`config.mk`:
```
export PLATFORM = sky130hd
export DESIGN_NAME = median7_ir_range_converter
export DESIGN_NICKNAME = d
export VERILOG_FILES = /design/src/rtl/m7irc_pkg.sv /design/src/rtl/median7_ir_range_converter.sv
export SDC_FILE = /design/constraint.sdc
export NUM_CORES = 2
export LEC_CHECK = 0
export BUFFER_PORTS_ARGS = -buffer_cell sky130_fd_sc_hd__buf_4
export CORE_ASPECT_RATIO = 2
export CORE_MARGIN = 10
export CORE_UTILIZATION = 55
export DETAILED_ROUTE_END_ITERATION = 8
export GPL_ROUTABILITY_DRIVEN = 0
export PLACE_DENSITY = 0.71
export SLEW_MARGIN = 40
export SYNTH_ARGS = -nofsm -noshare
export SYNTH_HDL_FRONTEND = slang
export SYNTH_SLANG_ARGS = --single-unit
export TNS_END_PERCENT = 10
```
`constraint.sdc`:
```
create_clock -name clk -period 22.8 [get_ports clk]
set_input_delay 0 -clock clk [delete_from_list [all_inputs] [get_ports clk]]
set_output_delay 0 -clock clk [all_outputs]
set_load 0.01 [all_outputs]
```
`src/rtl/m7irc_pkg.sv`:
```
// Shared constants and lookup tables for the median-filtered IR range converter.
// Depends on nothing; the top level refers to it by scoped names.
package m7irc_pkg;

	// Window and channel geometry.
	localparam int WINDOW       = 7;
	localparam int CHANNELS     = 4;
	localparam int SAMPLE_BITS  = 10;
	localparam int SHORT_POINTS = 16;
	localparam int LONG_POINTS  = 9;
	localparam int SHORT_USED   = (SHORT_POINTS < 16) ? SHORT_POINTS : 16;
	localparam int LONG_USED    = (LONG_POINTS < 9) ? LONG_POINTS : 9;
	localparam int CH_W         = 2;
	localparam int MED_RANK     = WINDOW / 2;
	localparam int RANK_W       = $clog2(WINDOW);
	localparam int BIT_CNT_W    = $clog2(SAMPLE_BITS + 1);
	localparam int LONG_CHANNEL = 3;

	// Beat kinds carried in tuser.
	localparam logic FUNC_PUSH  = 1'b0;
	localparam logic FUNC_QUERY = 1'b1;

	// Voltage comparison: code * 5000 against millivolts * full-scale code.
	localparam int MV_W      = 12;
	localparam int VS_SCALE  = 5000;
	localparam int VS_W      = SAMPLE_BITS + 13;
	localparam int LO_W      = MV_W + SAMPLE_BITS;
	localparam int CODE_FULL = (1 << SAMPLE_BITS) - 1;

	// Serial divider and conversion widths.
	localparam int INV_W      = 24;
	localparam int NUM_W      = 41;
	localparam int DEN_W      = 24;
	localparam int DIV_CNT_W  = $clog2(NUM_W + 1);
	localparam int CM_SHIFT   = 40;
	localparam int OFFSET_Q16 = 27525;
	localparam int INCH_MUL   = 3937;
	localparam int INCH_DIV   = 2560000;
	localparam int DIST_W     = 16;
	localparam int SEG_W      = 4;
	localparam int TBL_DEPTH  = 16;

	// Segment breakpoints in millivolts.
	localparam logic [MV_W-1:0] SHORT_MV [TBL_DEPTH] = '{
		12'd380, 12'd410, 12'd520, 12'd640, 12'd805, 12'd920, 12'd1060, 12'd1250,
		12'd1580, 12'd1780, 12'd2010, 12'd2330, 12'd2620, 12'd3000, 12'd3020, 12'd2215};
	localparam logic [MV_W-1:0] LONG_MV [TBL_DEPTH] = '{
		12'd420, 12'd650, 12'd1080, 12'd1250, 12'd1550, 12'd2000, 12'd2540, 12'd2780,
		12'd2300, 12'd0, 12'd0, 12'd0, 12'd0, 12'd0, 12'd0, 12'd0};

	// Inverse distance at each breakpoint, Q0.24 per centimetre.
	localparam logic [INV_W-1:0] SHORT_INV [TBL_DEPTH] = '{
		24'd415072, 24'd551519, 24'd660001, 24'd821607, 24'd1021755, 24'd1163469,
		24'd1350823, 24'd1610098, 24'd1992543, 24'd2261080, 24'd2613274, 24'd3095427,
		24'd3795750, 24'd4279902, 24'd4905619, 24'd6932734};
	localparam logic [INV_W-1:0] LONG_INV [TBL_DEPTH] = '{
		24'd111848, 24'd167772, 24'd279620, 24'd335544, 24'd419430, 24'd559241,
		24'd838861, 24'd1118481, 24'd1677722, 24'd0, 24'd0, 24'd0, 24'd0, 24'd0,
		24'd0, 24'd0};

	function automatic logic [MV_W-1:0] tbl_mv(input logic use_long,
			input logic [SEG_W-1:0] idx);
		tbl_mv = use_long ? LONG_MV[idx] : SHORT_MV[idx];
	endfunction

	function automatic logic [INV_W-1:0] tbl_inv(input logic use_long,
			input logic [SEG_W-1:0] idx);
		tbl_inv = use_long ? LONG_INV[idx] : SHORT_INV[idx];
	endfunction

endpackage

```
`src/rtl/median7_ir_range_converter.sv`:
```
// Top level of the median-filtered IR range converter: windows, bit-serial median,
// segment search and a shared bit-serial divider. Uses m7irc_pkg.

// A push beat (tuser 0) stores a sample in its channel's seven-sample window. A query
// beat (tuser 1) takes the median bit by bit, one code bit per cycle, scans the table
// one segment per cycle (up to 15 segments), and then runs up to three passes of the
// single restoring divider for interpolation, reciprocal and inch conversion, each
// 41 quotient bits. The input takes no new beat while a query is in flight; the
// result is held in an output register until it is taken.
module median7_ir_range_converter (
	input  logic        clk,
	input  logic        arst_n,
	input  logic        s_tvalid,
	output logic        s_tready,
	input  logic [15:0] s_tdata,   // [1:0] channel, [11:2] sample, rest zero
	input  logic [0:0]  s_tuser,   // [0] func
	output logic        m_tvalid,
	input  logic        m_tready,
	output logic [31:0] m_tdata,   // [15:0] distance_q8, [25:16] median_code, rest zero
	output logic [0:0]  m_tuser    // [0] out_of_range
);

	localparam int SB = m7irc_pkg::SAMPLE_BITS;

	typedef enum logic [3:0] {
		ST_IDLE, ST_MED, ST_VS, ST_SEARCH, ST_MUL, ST_DIV_INV,
		ST_DIV_CM, ST_MUL_IN, ST_DIV_IN, ST_DONE
	} state_t;

	state_t state_q;

	logic [SB-1:0] win_q [m7irc_pkg::CHANNELS][m7irc_pkg::WINDOW];
	logic [SB-1:0] work_q [m7irc_pkg::WINDOW];
	logic [m7irc_pkg::WINDOW-1:0] active_q;
	logic [m7irc_pkg::RANK_W-1:0] rank_q;
	logic [m7irc_pkg::BIT_CNT_W-1:0] bit_cnt_q;
	logic [SB-1:0] med_q;
	logic use_long_q;
	logic [m7irc_pkg::VS_W-1:0] vs_q;
	logic [m7irc_pkg::SEG_W-1:0] seg_q;
	logic [m7irc_pkg::INV_W-1:0] x_q, dx_q;
	logic [m7irc_pkg::VS_W-1:0] vsd_q;
	logic [m7irc_pkg::NUM_W-1:0] num_q;
	logic [m7irc_pkg::DEN_W-1:0] den_q, rem_q;
	logic [m7irc_pkg::DIV_CNT_W-1:0] div_cnt_q;
	logic [m7irc_pkg::INV_W-1:0] cm_q;
	logic [m7irc_pkg::DIST_W-1:0] dist_q;
	logic oor_q;
	logic m_tvalid_q;
	logic [31:0] m_tdata_q;
	logic m_tuser_q;

	logic s_fire;
	logic func;
	logic [m7irc_pkg::CH_W-1:0] channel;
	logic [SB-1:0] sample;

	assign s_tready = (state_q == ST_IDLE);
	assign s_fire   = s_tvalid && s_tready;
	assign func     = s_tuser[0];
	assign channel  = s_tdata[m7irc_pkg::CH_W-1:0];
	assign sample   = s_tdata[m7irc_pkg::CH_W +: SB];
	assign m_tvalid = m_tvalid_q;
	assign m_tdata  = m_tdata_q;
	assign m_tuser  = m_tuser_q;

	// Median step: count live candidates whose current top bit is zero.
	logic [m7irc_pkg::WINDOW-1:0] zero_vec, one_vec;
	logic [m7irc_pkg::RANK_W:0] zeros;
	logic med_bit;
	always_comb begin
		for (int j = 0; j < m7irc_pkg::WINDOW; j++) begin
			zero_vec[j] = active_q[j] & ~work_q[j][SB-1];
			one_vec[j]  = active_q[j] & work_q[j][SB-1];
		end
		zeros   = (m7irc_pkg::RANK_W + 1)'($countones(zero_vec));
		med_bit = !({1'b0, rank_q} < zeros);
	end

	// Segment bracketing test for the current index.
	logic [m7irc_pkg::SEG_W-1:0] seg_next, last_seg;
	logic [m7irc_pkg::LO_W-1:0] lo, hi;
	logic bracket;
	always_comb begin
		seg_next = seg_q + m7irc_pkg::SEG_W'(1);
		last_seg = use_long_q ? m7irc_pkg::SEG_W'(m7irc_pkg::LONG_USED - 2)
		                      : m7irc_pkg::SEG_W'(m7irc_pkg::SHORT_USED - 2);
		lo = m7irc_pkg::LO_W'(m7irc_pkg::tbl_mv(use_long_q, seg_q) * m7irc_pkg::CODE_FULL);
		hi = m7irc_pkg::LO_W'(m7irc_pkg::tbl_mv(use_long_q, seg_next) * m7irc_pkg::CODE_FULL);
		bracket = (m7irc_pkg::VS_W'(lo) <= vs_q) && (vs_q <= m7irc_pkg::VS_W'(hi));
	end

	// One restoring division step: shift in a numerator bit, subtract if it fits.
	logic [m7irc_pkg::DEN_W:0] trial;
	logic [m7irc_pkg::DEN_W-1:0] rem_next;
	logic q_bit;
	logic [m7irc_pkg::INV_W-1:0] inv;
	always_comb begin
		trial = {rem_q, num_q[m7irc_pkg::NUM_W-1]};
		q_bit = (trial >= {1'b0, den_q});
		rem_next = q_bit ? m7irc_pkg::DEN_W'(trial - {1'b0, den_q})
		                 : trial[m7irc_pkg::DEN_W-1:0];
		inv = x_q + num_q[m7irc_pkg::INV_W-1:0];
	end

	// Sample windows: a push shifts the oldest sample out of its channel.
	always_ff @(posedge clk or negedge arst_n) begin
		if (!arst_n) begin
			for (int c = 0; c < m7irc_pkg::CHANNELS; c++)
				for (int k = 0; k < m7irc_pkg::WINDOW; k++)
					win_q[c][k] <= '0;
		end else if (s_fire && func == m7irc_pkg::FUNC_PUSH) begin
			for (int k = 0; k < m7irc_pkg::WINDOW - 1; k++)
				win_q[channel][k] <= win_q[channel][k + 1];
			win_q[channel][m7irc_pkg::WINDOW - 1] <= sample;
		end
	end

	// Query sequencer and output register.
	always_ff @(posedge clk or negedge arst_n) begin
		if (!arst_n) begin
			state_q    <= ST_IDLE;
			m_tvalid_q <= 1'b0;
			m_tdata_q  <= '0;
			m_tuser_q  <= 1'b0;
			for (int j = 0; j < m7irc_pkg::WINDOW; j++)
				work_q[j] <= '0;
			active_q   <= '0;
			rank_q     <= '0;
			bit_cnt_q  <= '0;
			med_q      <= '0;
			use_long_q <= 1'b0;
			vs_q       <= '0;
			seg_q      <= '0;
			x_q        <= '0;
			dx_q       <= '0;
			vsd_q      <= '0;
			num_q      <= '0;
			den_q      <= '0;
			rem_q      <= '0;
			div_cnt_q  <= '0;
			cm_q       <= '0;
			dist_q     <= '0;
			oor_q      <= 1'b0;
		end else begin
			if (m_tvalid_q && m_tready)
				m_tvalid_q <= 1'b0;
			case (state_q)
				ST_IDLE: begin
					if (s_fire && func == m7irc_pkg::FUNC_QUERY) begin
						for (int j = 0; j < m7irc_pkg::WINDOW; j++)
							work_q[j] <= win_q[channel][j];
						active_q   <= '1;
						rank_q     <= m7irc_pkg::RANK_W'(m7irc_pkg::MED_RANK);
						bit_cnt_q  <= m7irc_pkg::BIT_CNT_W'(SB);
						use_long_q <= (channel == m7irc_pkg::CH_W'(m7irc_pkg::LONG_CHANNEL));
						state_q    <= ST_MED;
					end
				end
				ST_MED: begin
					for (int j = 0; j < m7irc_pkg::WINDOW; j++)
						work_q[j] <= {work_q[j][SB-2:0], 1'b0};
					if (med_bit) begin
						active_q <= one_vec;
						rank_q   <= m7irc_pkg::RANK_W'({1'b0, rank_q} - zeros);
					end else begin
						active_q <= zero_vec;
					end
					med_q     <= {med_q[SB-2:0], med_bit};
					bit_cnt_q <= bit_cnt_q - m7irc_pkg::BIT_CNT_W'(1);
					if (bit_cnt_q == m7irc_pkg::BIT_CNT_W'(1))
						state_q <= ST_VS;
				end
				ST_VS: begin
					vs_q    <= m7irc_pkg::VS_W'(med_q * m7irc_pkg::VS_SCALE);
					seg_q   <= '0;
					state_q <= ST_SEARCH;
				end
				ST_SEARCH: begin
					if (bracket) begin
						x_q   <= m7irc_pkg::tbl_inv(use_long_q, seg_q);
						dx_q  <= m7irc_pkg::tbl_inv(use_long_q, seg_next)
						         - m7irc_pkg::tbl_inv(use_long_q, seg_q);
						vsd_q <= vs_q - m7irc_pkg::VS_W'(lo);
						den_q <= m7irc_pkg::DEN_W'(hi - lo);
						state_q <= ST_MUL;
					end else if (seg_q == last_seg) begin
						dist_q  <= '0;
						oor_q   <= 1'b1;
						state_q <= ST_DONE;
					end else begin
						seg_q <= seg_next;
					end
				end
				ST_MUL: begin
					// A flat segment never occurs in the tables, so span is non-zero.
					num_q     <= m7irc_pkg::NUM_W'(dx_q) * m7irc_pkg::NUM_W'(vsd_q);
					rem_q     <= '0;
					div_cnt_q <= m7irc_pkg::DIV_CNT_W'(m7irc_pkg::NUM_W);
					state_q   <= ST_DIV_INV;
				end
				ST_DIV_INV, ST_DIV_CM, ST_DIV_IN: begin
					if (div_cnt_q != '0) begin
						num_q     <= {num_q[m7irc_pkg::NUM_W-2:0], q_bit};
						rem_q     <= rem_next;
						div_cnt_q <= div_cnt_q - m7irc_pkg::DIV_CNT_W'(1);
					end else if (state_q == ST_DIV_INV) begin
						// Quotient is the interpolation step; next take 2^40 / inv.
						num_q     <= m7irc_pkg::NUM_W'(1) << m7irc_pkg::CM_SHIFT;
						den_q     <= inv;
						rem_q     <= '0;
						div_cnt_q <= m7irc_pkg::DIV_CNT_W'(m7irc_pkg::NUM_W);
						state_q   <= ST_DIV_CM;
					end else if (state_q == ST_DIV_CM) begin
						cm_q <= num_q[m7irc_pkg::INV_W-1:0];
						if (num_q <= m7irc_pkg::NUM_W'(m7irc_pkg::OFFSET_Q16)) begin
							dist_q  <= '0;
							oor_q   <= 1'b0;
							state_q <= ST_DONE;
						end else begin
							state_q <= ST_MUL_IN;
						end
					end else begin
						oor_q <= 1'b0;
						if (num_q[m7irc_pkg::NUM_W-1:m7irc_pkg::DIST_W] != '0)
							dist_q <= '1;
						else
							dist_q <= num_q[m7irc_pkg::DIST_W-1:0];
						state_q <= ST_DONE;
					end
				end
				ST_MUL_IN: begin
					num_q <= m7irc_pkg::NUM_W'(cm_q - m7irc_pkg::INV_W'(m7irc_pkg::OFFSET_Q16))
					         * m7irc_pkg::NUM_W'(m7irc_pkg::INCH_MUL);
					den_q     <= m7irc_pkg::DEN_W'(m7irc_pkg::INCH_DIV);
					rem_q     <= '0;
					div_cnt_q <= m7irc_pkg::DIV_CNT_W'(m7irc_pkg::NUM_W);
					state_q   <= ST_DIV_IN;
				end
				ST_DONE: begin
					if (!m_tvalid_q || m_tready) begin
						m_tvalid_q <= 1'b1;
						m_tdata_q  <= {6'd0, med_q, dist_q};
						m_tuser_q  <= oor_q;
						state_q    <= ST_IDLE;
					end
				end
				default: state_q <= ST_IDLE;
			endcase
		end
	end

`ifndef SYNTHESIS
	// An out-of-range result always reports zero distance.
	assert property (@(posedge clk) disable iff (!arst_n)
		m_tvalid && m_tuser[0] |-> m_tdata[15:0] == 16'd0)
		else $error("out-of-range result with non-zero distance");

	// The median search always keeps more live candidates than the remaining rank.
	assert property (@(posedge clk) disable iff (!arst_n)
		state_q == ST_MED |-> $countones(active_q) > rank_q)
		else $error("median candidate set exhausted");

	// A finished result never overwrites one that has not been taken.
	assert property (@(posedge clk) disable iff (!arst_n)
		m_tvalid && !m_tready |=> m_tvalid && $stable(m_tdata))
		else $error("pending result overwritten");
`endif

endmodule

```
; ---- Word level (Yosys, flattened, before mapping)
; Memory sizes are Yosys's and may differ from the RTL's.
; Index checks and enable logic that the tools add are counted.
[word_totals]
reg_bits = 638
output_inout_bits = 35
elab_cells = 279
n_memories = 8
in_bits = 21
romBits = 2304
[classes]
bitwise = 27
order_cmp = 9
n_eq_ne = 26
addsub = 16
reduce_logical = 32
n_mux = 100
mul = 5
[mem_list]
columns = memory, words, word_bits, rd, rd_ports_with_merged_regs, write_ports, line
row1 = (no name shown), 16, 24, 1, 0, 0, m7irc_pkg.sv:68  ; tbl_inv = use_long ? LONG_INV[idx] : SHORT_INV[idx];
row2 = (no name shown), 16, 24, 1, 0, 0, m7irc_pkg.sv:68
row3 = (no name shown), 16, 24, 1, 0, 0, m7irc_pkg.sv:68
row4 = (no name shown), 16, 24, 1, 0, 0, m7irc_pkg.sv:68
row5 = (no name shown), 16, 12, 1, 0, 0, m7irc_pkg.sv:63  ; tbl_mv = use_long ? LONG_MV[idx] : SHORT_MV[idx];
row6 = (no name shown), 16, 12, 1, 0, 0, m7irc_pkg.sv:63
row7 = 2 more memories, --, --, --, --, --, --
[ops]
columns = operator, n
row1 = $bwmux W280, 7
row2 = $demux W70 S2, 7
row3 = $mux W24, 16
row4 = $mux W70, 4
row5 = $bmux W70 S2, 1
row6 = $pmux W70 S2, 1
row7 = $pmux W41 S3, 1
row8 = $mux W12, 10
row9 = $mux W16, 7
row10 = $mux W41, 2
row11 = $pmux W24 S3, 1
row12 = $mux W60, 1
row13 = $mux W4, 13
row14 = $mux W50, 1
row15 = $pmux W24 S2, 1
row16 = $sub A24 B24 Y24, 2
row17 = $mul A12 B10 Y22 const B, 2
row18 = $le A41 B15 Y1 const B, 1
row19 = $mul A24 B23 Y41, 1
row20 = $mux W40, 1
row21 = $mul A25 B13 Y38 const B, 1
row22 = $pmux W16 S2, 1
row23 = $pmux W4 S8, 1
row24 = $mux W30, 1
row25 = other kinds (59), 131

; ---- Logic depth before layout (Yosys ltp)
[logic_depth]
ltp_word = 12
ltp_mapped = 48
depth_no_buf = 43

; ---- Worst setup path after synthesis
; No wires, ideal clock.
[synth_path]
path_type = register -> register
start = register seg_q[2] in the netlist's numbering
end = register vsd_q[14] in the netlist's numbering
n_path_buf = 6
setup_time_ns = 0.125
arrival_time_ns = 9.030
path_stages_with_launch = 38
setup_slack_ns = 13.645
path_cell_list = dfrtp_1 > buf_2 > inv_1 > clkbuf_1 > buf_1 > ha_1 > inv_1 > clkbuf_1 > a21boi_0 > o21ai_0 > fa_1 > inv_1 > fa_1 > inv_1 > fa_1 > fa_1 > fa_1 > ha_1 > [... 2 more ...] > nor2b_1 > a21boi_0 > o22a_1 > nand2b_1 > a21o_1 > xor2_1 > inv_1 > ha_1 > nand4_1 > a2111o_1 > a21boi_0 > nand2_1 > a31oi_1 > o21a_1 > or2_1 > buf_2 > buf_6 > mux2_4
[synth_via]
elab_chain_cells = 10
word_cells_on_any_way = 24
classes_between = 2 x add/sub / 2 x mul / 2 x order compare / 10 x mux / 2 x bitwise / 2 x reduce/logical / 4 x memory
[synth_lines]
columns = item, line
row1 = "start, declared", median7_ir_range_converter.sv:40  ; logic [m7irc_pkg::SEG_W-1:0] seg_q;
row2 = "start signal, assigned", median7_ir_range_converter.sv:192  ; seg_q <= seg_next;
row3 = $add A4 B1 Y4, median7_ir_range_converter.sv:85  ; seg_next = seg_q + m7irc_pkg::SEG_W'(1);
row4 = $not A4 Y5 (implied by the code), m7irc_pkg.sv:63
row5 = $mem_v2 Z16 W12, --
row6 = $mux W12 (implied by the code) (2 in series), m7irc_pkg.sv:63
row7 = $mux W12, m7irc_pkg.sv:63
row8 = $mul A12 B10 Y22, median7_ir_range_converter.sv:89  ; hi = m7irc_pkg::LO_W'(m7irc_pkg::tbl_mv(use_long_q, seg_next) * m7irc_pkg::CODE_FULL);
row9 = $le A23 B22 Y1, median7_ir_range_converter.sv:90  ; bracket = (m7irc_pkg::VS_W'(lo) <= vs_q) && (vs_q <= m7irc_pkg::VS_W'(hi));
row10 = $logic_and A1 B1 Y1, median7_ir_range_converter.sv:90
row11 = $reduce_and A2 Y1 (no line), --
row12 = "end signal, assigned", median7_ir_range_converter.sv:184  ; vsd_q <= vs_q - m7irc_pkg::VS_W'(lo);
row13 = "end, declared", median7_ir_range_converter.sv:42  ; logic [m7irc_pkg::VS_W-1:0] vsd_q;
; Parallel ways exist; a longest one is shown, timed or not. The select of a mux whose other input is x is not followed.
; A chain may end at the register's enable or synchronous reset.

; ---- Worst setup path in the final report
[layout_path]
start = register seg_q[1] in the netlist's numbering
end = register vsd_q[14] in the netlist's numbering
; The elaborated chain is that of the path after synthesis.

==> run summary <==
## Clock network
- yes — TritonCTS clock tree
- 0 — post-CTS repair timing setup buffer count
- 61 — number of buffers inserted during clock tree synthesis
- 0.07 ns — clock edge transition at the registers on the reported setup and hold paths
- 0 — number of gates given a new drive strength after cts
- 637 — CTS Sinks
- 2 — CTS H-Tree Depth
- clkbuf_16 — Root Driver
- 3 — Bufs on Longest Clock Path
- 0.70 ns — latest clock arrival within the worst-skew pair

## Layout
- nand2_1 — most frequent standard cell in the layout excluding fill and tap cells
- 0.5885 — Layout Utilization
- 6.551% — growth of design area from synthesis to finish
- 7854 — number of nets in the layout
- 8161 — final non-filler cell total
- nand2_1, inv_1, fa_1, dfrtp_1, ha_1 — commonest cells after routing, fill and taps aside
- 0.1079 — proportion of layout cells with a drive suffix above 1

## Critical path
- dfrtp_1 — crit path max-delay cell type
- 71 — critical path fanouts, max
- reg2reg — crit path kind
- vsd_q[14] — Worst R2R End
- seg_q[1] — Crit Reg-Reg Startpoint
- 10.60 ns — setup slack of the worst register-to-register path
- flop — Setup crit end kind
- seg_q[1] — Critical Path Source
- 23.36 ns — critical path data required time
- 0.80 ns — Largest stage delay, worst path
- flop — element type at the critical path start
- 40 — worst reg-to-reg path cell count
- 12.76 ns — worst path arrival time

## Outcome
- complete, no violations — status

## Synthesis
- 64710 sq um — post-synth design cell area
- 0.2463 — fraction of the yosys area taken by sequential cells
- 0.2463 — area fraction of the dominant cell type after synthesis
- 0 — Synth warnings
- 0 — EDFF count, synth
- 9.668 sq um — synthesized area divided by synthesized cell count
- 104 — unique cell type count in the Yosys netlist
- dfrtp_1 — Post-synth top flop
- 6693 — Gate Count Post-Synth
- 1.000 — FFs w/ async S/R, synth
- 637 — Yosys reg bits
- dfrtp_1, fa_1, ha_1 — top post-synthesis cells by area
- dfrtp_1 — largest area contributor in the synthesized netlist

## Route
- 49.12k — via count of the routed design
- 0 — post-detailed-route DRC marker count
- 4500 — number of DRC markers after the initial detailed-route iteration
- 6.019 — vias per cell
- 8 — Initial DRT Pass Iterations
- 0 — post-route ant nets
- 20.97 microns — routed length per placed instance
- 171100 microns — total wirelength of the detailed-routed design

## Global routing
- 278600 microns — first-pass GRT wire length
- 1 — initial antenna violation count
- 0.2581 — gr usage total
- 89 — pin count of the biggest net entering global routing
- 0 — global route overflow
- 51.38k — number of global-route vias before repair

## Place
- 8029 — placed cells
- 45 — PortBufs
- 130300 microns — detailed placement HPWL

## Die
- 262.5 microns — chip width
- 178 — num rows
- 56 — number of top-level design ports
- 132600 sq um — die area
- 117100 sq um — Floorplan Core Area
- 505.1 microns — Chip Height
- 0.5524 — initial core utilization

## Min path
- 4 — hold depth
- work_q[60] — hold endpoint
- s_tdata[0] — Worst Min Path Start
- in2reg — Hold/Removal Path Class

## STA
- 0.04651 ns — Layout Skew
- 81.99 MHz — highest achievable clock rate
- 0.5349 — post-route clock period utilization
- 0.3934 — Slew Limit Headroom
- 0 ns — aggregate negative setup slack
- 0 — final count of pins violating max slew
- 12.20 ns — minimum period implied by the final worst setup slack
- 0 — # setup viols final
- 0 — Hold Fails Final Rpt
- no — RSZ-0062 raised after global routing
- 0.9099 ns — actual slew at the worst max-slew pin

## Flow run
- 0 — max-cap violations

[cells in the mapped netlist (12+ instances only)]
| master | number |
|---|---|
| nand2_1 | 911 |
| inv_1 | 895 |
| fa_1 | 702 |
| dfrtp_1 | 637 |
| ha_1 | 551 |
| mux2_2 | 321 |
| nor2_1 | 274 |
| clkbuf_1 | 273 |
| a21oi_1 | 272 |
| o21ai_0 | 256 |
| and2_1 | 152 |
| xnor2_1 | 143 |
| xor2_1 | 99 |
| a21o_1 | 88 |
| a22oi_1 | 83 |
| nor3_1 | 73 |
| mux4_2 | 71 |
| nand3_1 | 61 |
| a31oi_1 | 53 |
| nand2b_1 | 48 |
| o21ai_1 | 46 |
| a211oi_1 | 39 |
| nand4_1 | 39 |
| o21a_1 | 39 |
| nor2b_1 | 38 |
| buf_1 | 31 |
| o22ai_1 | 29 |
| mux2i_1 | 28 |
| o211ai_1 | 27 |
| o31ai_1 | 27 |
| and3_1 | 25 |
| o21bai_1 | 23 |
| nor4_1 | 22 |
| a221oi_1 | 20 |
| or3_1 | 20 |
| o311ai_0 | 18 |
| or2_2 | 17 |
| a21boi_0 | 16 |
| buf_2 | 15 |
| o221ai_1 | 14 |
| a211o_1 | 12 |
[layout make-up]
class	count	area, sq um
Fill cell	9847	48200
Clock buffer	73	1652
Sequential cell	637	15950
Tap cell	1530	1914
Antenna cell	2	5.005
Multi-Input combinational cell	4835	44270
Clock inverter	39	553.0
Inverter	897	3367
Timing Repair Buffer	148	1230
[critical path, delay by kind of cell (launching register included)]
kind,cells,cell delay (ns)
fa+ha+maj,9,3.53
compound gates,12,3.10
buf+inv,8,2.04
simple gates,8,1.66
flops,1,0.80
xor+xnor,2,0.51
mux,1,0.35
[metrics by stage]
stage | hold WS (ns) | area [sq um] | setup WS, ns
3_3_place_gp | 0.06615 | 66420 | 11.08
4_1_cts | 0.006671 | 68910 | 10.83
2_1_floorplan | -0.2956 | 64730 | 13.64
5_1_grt | 0.07497 | 68940 | 9.675
6_report | 0.005270 | 68950 | 10.60
3_5_place_dp | 0.08279 | 66510 | 10.85
[worst max path at each step]
stage                           end  slack, ns  cells after the start
after global placement     vsd_q[3]      11.08                     40
after CTS                 vsd_q[14]      10.83                     40
final                     vsd_q[14]      10.60                     40
after global routing      vsd_q[14]       9.68                     40
after floorplan           vsd_q[14]      13.64                     37
after detailed placement   vsd_q[3]      10.85                     40
[what timing repair did]
item,CTS,global route
endpoints found under the hold margin,162,0
endpoints found under the setup margin,0,0
hold buffers,18,0
[cell families (layout without fill, tap and decap cells)]
kind of cell             after synthesis  count (layout)  share of synthesized area
adder cells (fa/ha/maj)             1256            1256                     0.3242
flip-flops                           637             637                     0.2463
buffers and inverters               1227            1157                    0.07234
XOR/XNOR                             242             242                    0.03276
AND/OR/NAND/NOR                     1726            1726                     0.1202
AO/OA/AOI/OAI                       1181            1181                     0.1185
other                                  1               9                 0.00005795
multiplexers                         423             423                    0.08560
[state kept, by name (all words and copies together) (netlist names), 24 cells and up]
register  cells
win_q       280
work_q       70
num_q        41
m_tdata      26
cm_q         24
den_q        24
dx_q         24
rem_q        24
[metal layers]
metal	vias to the layer above	track usage	wire, microns
met1	24792	0.3144	65900
met4	0	0.1555	11820
met3	495	0.03025	9690
met2	1743	0.4348	83710
met5	-	0	0
li1	22091	-	-
Power is not shown: default switching activity piles up to over one toggle a cycle in this logic, so the estimate is an artifact.
